$ cat src/design/fwa_pkg.sv
// Package: shared widths, request and status codes, shared-unit types.
package fwa_pkg;

  localparam int VAL_W   = 16;
  localparam int REQ_W   = 2;
  localparam int ST_W    = 2;
  localparam int CNT_W   = 5;
  localparam int TOTAL_W = 20;

  localparam logic [REQ_W-1:0] REQ_ENQUEUE = 2'd0;
  localparam logic [REQ_W-1:0] REQ_DEQUEUE = 2'd1;
  localparam logic [REQ_W-1:0] REQ_TICK    = 2'd2;

  localparam logic [ST_W-1:0] ST_DONE  = 2'd0;
  localparam logic [ST_W-1:0] ST_EMPTY = 2'd1;
  localparam logic [ST_W-1:0] ST_FULL  = 2'd2;

  typedef enum logic [1:0] {
    OP_NONE = 2'd0,
    OP_ENQ  = 2'd1,
    OP_DEQ  = 2'd2,
    OP_AGE  = 2'd3
  } alu_op_t;

  typedef struct packed {
    alu_op_t          op;
    logic [VAL_W-1:0] operand;
  } alu_req_t;

endpackage

$ cat src/design/fwa_in_if.sv
// Request channel: valid/ready handshake with request code and value.
interface fwa_in_if;
  import fwa_pkg::*;

  logic             valid;
  logic             ready;
  logic [REQ_W-1:0] req_type;
  logic [VAL_W-1:0] value;

  modport source (output valid, output req_type, output value, input ready);
  modport sink (input valid, input req_type, input value, output ready);
endinterface

$ cat src/design/fwa_out_if.sv
// Result channel: valid/ready handshake with status, value, count and total.
interface fwa_out_if;
  import fwa_pkg::*;

  logic               valid;
  logic               ready;
  logic [ST_W-1:0]    status;
  logic [VAL_W-1:0]   out_value;
  logic [CNT_W-1:0]   count;
  logic               is_empty;
  logic [TOTAL_W-1:0] total_wait;

  modport source (output valid, output status, output out_value, output count,
                  output is_empty, output total_wait, input ready);
  modport sink (input valid, input status, input out_value, input count,
                input is_empty, input total_wait, output ready);
endinterface

$ cat src/design/fifo_with_wait_aging.sv
// Top level: ring FIFO of wait counters with aging, running total and sequencer.
// Enqueue and empty/full/unknown requests: accept, then S_DONE, then the result register.
// Dequeue adds one RAM read in S_DEQ. Tick sweeps the ring in S_AGE, one entry per cycle
// through the shared increment/total unit and the single RAM write port.
// One request in flight; the next is accepted once the result is registered.
// Synchronous reset empties the ring and clears the total; RAM is not cleared.
module fifo_with_wait_aging #(
  parameter int DEPTH = 16
) (
  input logic clk,
  input logic rst,
  fwa_in_if.sink    in_ch,
  fwa_out_if.source out_ch
);
  import fwa_pkg::*;

  localparam int AW = $clog2(DEPTH);
  localparam int CW = $clog2(DEPTH + 1);

  typedef enum logic [3:0] {
    S_IDLE = 4'b0001,
    S_DEQ  = 4'b0010,
    S_AGE  = 4'b0100,
    S_DONE = 4'b1000
  } state_t;

  state_t             state;
  logic [AW-1:0]      head;
  logic [AW-1:0]      tail;
  logic [CW-1:0]      count;
  logic [TOTAL_W-1:0] total;
  logic [AW-1:0]      rd_ptr;
  logic [AW-1:0]      wr_ptr;
  logic [CW-1:0]      age_left;
  logic [ST_W-1:0]    status_q;
  logic [VAL_W-1:0]   outv_q;

  logic               accept;
  logic               is_full;
  logic               is_zero;
  logic               ram_we;
  logic [AW-1:0]      ram_waddr;
  logic [VAL_W-1:0]   ram_wdata;
  logic [AW-1:0]      ram_raddr;
  logic [VAL_W-1:0]   ram_rdata;
  alu_req_t           alu_req;
  logic [VAL_W-1:0]   alu_entry;
  logic [TOTAL_W-1:0] alu_total;
  logic               out_load;

  function automatic logic [AW-1:0] ring_next(input logic [AW-1:0] p);
    return (p == AW'(DEPTH - 1)) ? '0 : AW'(p + 1'b1);
  endfunction

  assign in_ch.ready = (state == S_IDLE);
  assign accept      = in_ch.valid && in_ch.ready;
  assign is_full     = (count == CW'(DEPTH));
  assign is_zero     = (count == '0);
  assign out_load    = (state == S_DONE) && (!out_ch.valid || out_ch.ready);

  always_comb begin
    alu_req.op      = OP_NONE;
    alu_req.operand = ram_rdata;
    case (state)
      S_IDLE: begin
        alu_req.op      = OP_ENQ;
        alu_req.operand = in_ch.value;
      end
      S_DEQ:   alu_req.op = OP_DEQ;
      S_AGE:   alu_req.op = OP_AGE;
      default: alu_req.op = OP_NONE;
    endcase
  end

  fwa_alu u_alu (
    .req        (alu_req),
    .total      (total),
    .entry      (alu_entry),
    .total_next (alu_total)
  );

  always_comb begin
    ram_we    = 1'b0;
    ram_waddr = tail;
    ram_wdata = in_ch.value;
    ram_raddr = head;
    if (state == S_IDLE) begin
      ram_we = accept && (in_ch.req_type == REQ_ENQUEUE) && !is_full;
    end else if (state == S_AGE) begin
      ram_we    = 1'b1;
      ram_waddr = wr_ptr;
      ram_wdata = alu_entry;
      ram_raddr = rd_ptr;
    end
  end

  fwa_ram #(.WIDTH(VAL_W), .DEPTH(DEPTH)) u_ram (
    .clk   (clk),
    .we    (ram_we),
    .waddr (ram_waddr),
    .wdata (ram_wdata),
    .raddr (ram_raddr),
    .rdata (ram_rdata)
  );

  always_ff @(posedge clk) begin
    if (rst) begin
      state    <= S_IDLE;
      head     <= '0;
      tail     <= '0;
      count    <= '0;
      total    <= '0;
      rd_ptr   <= '0;
      wr_ptr   <= '0;
      age_left <= '0;
      status_q <= ST_DONE;
      outv_q   <= '0;
    end else begin
      case (state)
        S_IDLE: begin
          if (accept) begin
            status_q <= ST_DONE;
            outv_q   <= '0;
            state    <= S_DONE;
            case (in_ch.req_type)
              REQ_ENQUEUE: begin
                if (is_full) begin
                  status_q <= ST_FULL;
                end else begin
                  tail  <= ring_next(tail);
                  count <= CW'(count + 1'b1);
                  total <= alu_total;
                end
              end
              REQ_DEQUEUE: begin
                if (is_zero) begin
                  status_q <= ST_EMPTY;
                end else begin
                  state <= S_DEQ;
                end
              end
              REQ_TICK: begin
                if (!is_zero) begin
                  rd_ptr   <= ring_next(head);
                  wr_ptr   <= head;
                  age_left <= count;
                  state    <= S_AGE;
                end
              end
              default: state <= S_DONE;
            endcase
          end
        end
        S_DEQ: begin
          outv_q <= ram_rdata;
          total  <= alu_total;
          head   <= ring_next(head);
          count  <= CW'(count - 1'b1);
          state  <= S_DONE;
        end
        S_AGE: begin
          total    <= alu_total;
          wr_ptr   <= ring_next(wr_ptr);
          rd_ptr   <= ring_next(rd_ptr);
          age_left <= CW'(age_left - 1'b1);
          if (age_left == CW'(1)) begin
            state <= S_DONE;
          end
        end
        S_DONE: begin
          if (out_load) begin
            state <= S_IDLE;
          end
        end
        default: state <= S_IDLE;
      endcase
    end
  end

  always_ff @(posedge clk) begin
    if (rst) begin
      out_ch.valid <= 1'b0;
    end else if (out_load) begin
      out_ch.valid <= 1'b1;
    end else if (out_ch.ready) begin
      out_ch.valid <= 1'b0;
    end
  end

  always_ff @(posedge clk) begin
    if (out_load) begin
      out_ch.status     <= status_q;
      out_ch.out_value  <= outv_q;
      out_ch.count      <= CNT_W'(count);
      out_ch.is_empty   <= is_zero;
      out_ch.total_wait <= total;
    end
  end

  a_count_bound: assert property (@(posedge clk) disable iff (rst)
    count <= CW'(DEPTH))
    else $error("entry count above depth");

  a_age_left: assert property (@(posedge clk) disable iff (rst)
    (state == S_AGE) |-> (age_left != '0) && (age_left <= count))
    else $error("aging sweep counter out of range");

  a_empty_total: assert property (@(posedge clk) disable iff (rst)
    (state == S_IDLE) && is_zero |-> (total == '0))
    else $error("total nonzero on empty ring");

  a_deq_empty: assert property (@(posedge clk) disable iff (rst)
    accept && (in_ch.req_type == REQ_DEQUEUE) && is_zero
      |=> (state == S_DONE) && (status_q == ST_EMPTY))
    else $error("dequeue on empty not flagged");

endmodule

$ cat src/design/fwa_ram.sv
// Generic simple dual-port RAM with registered read.
module fwa_ram #(
  parameter int WIDTH = 16,
  parameter int DEPTH = 16
) (
  input  logic                     clk,
  input  logic                     we,
  input  logic [$clog2(DEPTH)-1:0] waddr,
  input  logic [WIDTH-1:0]         wdata,
  input  logic [$clog2(DEPTH)-1:0] raddr,
  output logic [WIDTH-1:0]         rdata
);
  logic [WIDTH-1:0] mem [DEPTH];

  always_ff @(posedge clk) begin
    if (we) begin
      mem[waddr] <= wdata;
    end
    rdata <= mem[raddr];
  end
endmodule

$ cat src/design/fwa_alu.sv
// Shared arithmetic unit: entry increment and running total update.
module fwa_alu (
  input  fwa_pkg::alu_req_t               req,
  input  logic [fwa_pkg::TOTAL_W-1:0]     total,
  output logic [fwa_pkg::VAL_W-1:0]       entry,
  output logic [fwa_pkg::TOTAL_W-1:0]     total_next
);
  import fwa_pkg::*;

  logic [VAL_W-1:0] add;
  logic [VAL_W-1:0] sub;

  always_comb begin
    entry = VAL_W'(req.operand + 1'b1);
    add   = '0;
    sub   = '0;
    case (req.op)
      OP_ENQ: begin
        add = req.operand;
      end
      OP_DEQ: begin
        sub = req.operand;
      end
      OP_AGE: begin
        add = entry;
        sub = req.operand;
      end
      default: begin
        add = '0;
        sub = '0;
      end
    endcase
    total_next = total + TOTAL_W'(add) - TOTAL_W'(sub);
  end
endmodule

$ cat src/flat_wrapper.sv
// flat-port wrapper written by rule: the top's interface ports become plain ports
module fifo_with_wait_aging_flat import fwa_pkg::*;
#(
  parameter int DEPTH = 16
)
  (clk, rst, in_ch_valid, in_ch_req_type, in_ch_value, in_ch_ready, out_ch_valid, out_ch_status, out_ch_out_value, out_ch_count, out_ch_is_empty, out_ch_total_wait, out_ch_ready);
  fwa_in_if in_ch_i ();
  fwa_out_if out_ch_i ();
  input logic clk;
  input logic rst;
  input wire logic [$bits(in_ch_i.valid)-1:0] in_ch_valid;
  input wire logic [$bits(in_ch_i.req_type)-1:0] in_ch_req_type;
  input wire logic [$bits(in_ch_i.value)-1:0] in_ch_value;
  output wire logic [$bits(in_ch_i.ready)-1:0] in_ch_ready;
  output wire logic [$bits(out_ch_i.valid)-1:0] out_ch_valid;
  output wire logic [$bits(out_ch_i.status)-1:0] out_ch_status;
  output wire logic [$bits(out_ch_i.out_value)-1:0] out_ch_out_value;
  output wire logic [$bits(out_ch_i.count)-1:0] out_ch_count;
  output wire logic [$bits(out_ch_i.is_empty)-1:0] out_ch_is_empty;
  output wire logic [$bits(out_ch_i.total_wait)-1:0] out_ch_total_wait;
  input wire logic [$bits(out_ch_i.ready)-1:0] out_ch_ready;
  assign in_ch_i.valid = in_ch_valid;
  assign in_ch_i.req_type = in_ch_req_type;
  assign in_ch_i.value = in_ch_value;
  assign in_ch_ready = in_ch_i.ready;
  assign out_ch_valid = out_ch_i.valid;
  assign out_ch_status = out_ch_i.status;
  assign out_ch_out_value = out_ch_i.out_value;
  assign out_ch_count = out_ch_i.count;
  assign out_ch_is_empty = out_ch_i.is_empty;
  assign out_ch_total_wait = out_ch_i.total_wait;
  assign out_ch_i.ready = out_ch_ready;
  fifo_with_wait_aging #(.DEPTH(DEPTH)) u_core (.clk(clk), .rst(rst), .in_ch(in_ch_i), .out_ch(out_ch_i));
endmodule
$ cat config.mk
export PLATFORM = sky130hd
export DESIGN_NAME = fifo_with_wait_aging_flat
export DESIGN_NICKNAME = d
export VERILOG_FILES = /design/src/design/fwa_pkg.sv /design/src/design/fwa_in_if.sv /design/src/design/fwa_out_if.sv /design/src/design/fifo_with_wait_aging.sv /design/src/design/fwa_ram.sv /design/src/design/fwa_alu.sv /design/src/flat_wrapper.sv
export SDC_FILE = /design/constraint.sdc
export NUM_CORES = 1
export LEC_CHECK = 0
export BUFFER_PORTS_ARGS = -buffer_cell sky130_fd_sc_hd__buf_2
export CAP_MARGIN = 5
export CORE_MARGIN = 10
export CORE_UTILIZATION = 60
export DETAILED_ROUTE_END_ITERATION = 10
export PLACE_DENSITY = 0.87
export SETUP_SLACK_MARGIN = 0.3
export SLEW_MARGIN = 15
export SYNTH_ARGS = -nofsm -noshare
export SYNTH_HDL_FRONTEND = slang
export SYNTH_SLANG_ARGS = --single-unit
$ cat constraint.sdc
create_clock -name clk -period 5.9 [get_ports clk]
set_input_delay 0.885 -clock clk [delete_from_list [all_inputs] [get_ports clk]]
set_output_delay 0.885 -clock clk [all_outputs]
set_load 0.01 [all_outputs]
==> impl_metrics.toml <==
[sta]
post-route-min-period_ps = 5290
min_period_over_period_pct = 89.7
hold_violations = 0
max_freq_mhz = 189
rsz0062_at_grt = "false"
setup_viol = 0
maxSlewHeadroom_pct = 19.2
fin_ws_ps = 611
fin_skew_ps = 22.1
fin_tns_setup_ps = 0
whs_ps = 430
worst_pin_slew_ps = 1210
finalMaxSlewViolations = 0

[grt]
antenna_found_initial = 5
first_global_vias = 11100
grtUsageTotal_pct = 23.2
grt_start_max_net_pins = 79
grt_pass1_wl_mm = 64.4
overflow = 0

[finish]
filler_cell_count = 1807
syn_to_final_growth_pct = 12.8
finalNetCount = 1400
drive_above_1_share_pct = 18.5
final_cell_count_no_fill = 1742

[setup_path]
cp-start-kind = "register"
cp_max_fo = 14
path_class = "reg2reg"
cp_slowest_cell = "or4b_4"
crit_arrival_ps = 5670
crit_path_end_kind = "register"
r2r_slack_ps = 610
cpLargestDelayFamily = "compound AO/OA/AOI/OAI gates"
crit_buf_inv = 2
max_stage_delay_ps = 630
path_cells = "or4b_4, inv_2, nand2_1, nand2_1, ha_1, o21ai_1, nor2_1, xnor2_1, nor2_1, a21oi_1, fa_1, inv_1, ha_1, a21oi_1, o21ai_0, a311oi_1, o21ai_0, a31oi_1, mux2i_1, a211oi_1"
cp_data_required_time_ps = 6290

[floorplanning]
initial_core_util_pct = 61.0
die-area_sq_mm = 0.0355
io_pins = 68
core_sq_mm = 0.0279
die_w_microns = 188
std_cell_rows = 61
dieHeight_microns = 188

[power]
peakVddDrop_mv = 0.353
leakagePower_nw = 6.87
power.switching_w = 0.00150
powerDensity_mw_per_mm2 = 323
switching_share_pct = 24.3
clockPowerShare_pct = 40.1
p_int_w = 0.00469
comb_power_share_pct = 11.4
p_seq_share_pct = 48.6

[logic_synthesis]
yosysWarnings = 0
synth.distinct_cells = 66
ys_top_cells_by_count = "300 x edfxtp_1, 113 x nand2_1, 96 x nor2_1, 85 x dfxtp_1, 76 x a21oi_1"
synth_enable_flop_cells = 300
yosys.area.top_type_share_pct = 53.0
synth-seq-cells = 385
syn_nets = 1315
ys_seq_area_share_pct = 63.0
synth.area.top_cells = "edfxtp_1 53%, dfxtp_1 10%, mux4_2 8.1%, nand2_1 2.5%, ha_1 2.4%"
async_flop_share_pct = 0
synth_cells = 1243
syn_area_sq_mm = 0.0170
synth_ff_type = "edfxtp_1"
yosys.area.top_type = "edfxtp_1"
yosysMostFrequentCell = "edfxtp_1"
syn_avg_cell_area_sq_um = 13.7

[clock_tree]
root_buffer = "clkbuf_16"
cts_hold_buf = 0
htreeDepth = 2
clk_pin_slew_ps = 60
numCtsBuffers = 39
cts_buffer_depth = 3
clk_latency_ps = 550
cts_tree = "yes"
cts.sinks = 385

[detailed_routing]
drc = 0
wirelength_mm = 41.7
avgViaCountPerCell = 6.35
vias = 11100
dr.pass1.iters = 7
wl_per_cell_microns = 23.9
drtIter0Drc = 1444
detail-route-antenna-nets = 0

[placed_design]
buffer_ports.inserted = 67
dp_worst_setup_slack_ps = 545
place.gp.congestion = 0.931
dp.final_hpwl_mm = 26.2
placedCellCount = 1665

[worst_hold_path]
hp-class = "reg2reg"

[job]
max_cap_violations = 0

[status]
status = "finished clean"
==> registers in the layout, indices dropped and copies added (netlist names), 4 cells and up <==
register,flops
u_core.state,4
u_core.out_ch.count,5
u_core.total,20
u_core.head,4
u_core.outv_q,16
u_core.count,5
u_core.tail,4
u_core.age_left,5
u_core.out_ch.out_value,16
u_core.u_ram.mem,256
u_core.out_ch.total_wait,20
u_core.rd_ptr,4
u_core.wr_ptr,4
u_core.u_ram.rdata,16
==> layer usage <==
metal / up-vias / global-route usage [%] / share of wire, %
met5: - / 0 / 0
met1: 5493 / 29.0 / 38
met4: 0 / 8.61 / 3.5
met2: 580 / 39.9 / 50
li1: 4879 / - / -
met3: 115 / 3.79 / 8.2
==> path summary, 6_finish.rpt <==
path	start	to	cells after the start
max	u_core.state[0]$_SDFFE_PP1P_	u_core.total[17]$_SDFFE_PP0P_	20
min reg2reg	u_core.outv_q[7]$_SDFFE_PP0P_	u_core.out_ch.out_value[7]$_DFFE_PP_	0
max reg2reg	u_core.state[0]$_SDFFE_PP1P_	u_core.total[17]$_SDFFE_PP0P_	20
min	u_core.outv_q[7]$_SDFFE_PP0P_	u_core.out_ch.out_value[7]$_DFFE_PP_	0
==> logic make-up after synthesis <==
| logic type | count (synthesis) | share of synthesized area [%] |
|---|---|---|
| buffers and inverters | 126 | 3.22 |
| multiplexers | 77 | 9.32 |
| AND/OR/NAND/NOR | 337 | 9.51 |
| flip-flops | 385 | 63.0 |
| AO/OA/AOI/OAI | 240 | 9.08 |
| XOR/XNOR | 28 | 1.44 |
| adder cells (fa/ha/maj) | 50 | 4.43 |
==> cell type report <==
class / count / area, sq um / area share (%)
Sequential cell: 385 / 10700 / 55.8
Multi-Input combinational cell: 732 / 5810 / 30.3
Clock buffer: 56 / 1110 / 5.80
Timing Repair Buffer: 105 / 646 / 3.37
Tap cell: 378 / 473 / 2.47
Inverter: 65 / 244 / 1.27
Clock inverter: 15 / 170 / 0.887
Antenna cell: 6 / 15.0 / 0.0783
==> timing repair <==
| action | 4_1_cts | 5_1_grt |
|---|---|---|
| setup endpoints to repair | 0 | 8 |
| buffers inserted | 0 | 0 |
| resized for setup | 0 | 2 |
==> cell usage in the layout (no fill, tap or decap), types with 33 or more instances in the layout <==
| master | n |
|---|---|
| ha_1 | 33 |
| buf_2 | 67 |
| clkbuf_16 | 41 |
| o21ai_0 | 39 |
| dfxtp_1 | 85 |
| inv_1 | 64 |
| mux4_2 | 61 |
| a21oi_1 | 74 |
| buf_4 | 36 |
| nand2_1 | 113 |
| edfxtp_1 | 300 |
| nor2_1 | 96 |
==> power groups by stage <==
stage / Sequential (W) / Clock, W / Combinational, W
finish: 0.00300 / 0.00248 / 0.000703
global placement: 0.00306 / 0 / 0.000661
detailed placement: 0.00306 / 0 / 0.000682
CTS: 0.00300 / 0.00250 / 0.000689
floorplan: 0.00304 / 0 / 0.000525
global route: 0.00301 / 0.00261 / 0.000784
==> metrics by stage <==
stage	area (sq um)	total power, W	util (%)
floorplan	17000	0.00357	-
global placement	17900	0.00372	64.2
detailed placement	17900	0.00374	64.2
CTS	19200	0.00619	68.8
global route	19200	0.00640	68.8
finish	19200	0.00619	68.9
No activity file was read; power rests on OpenSTA's default activity.
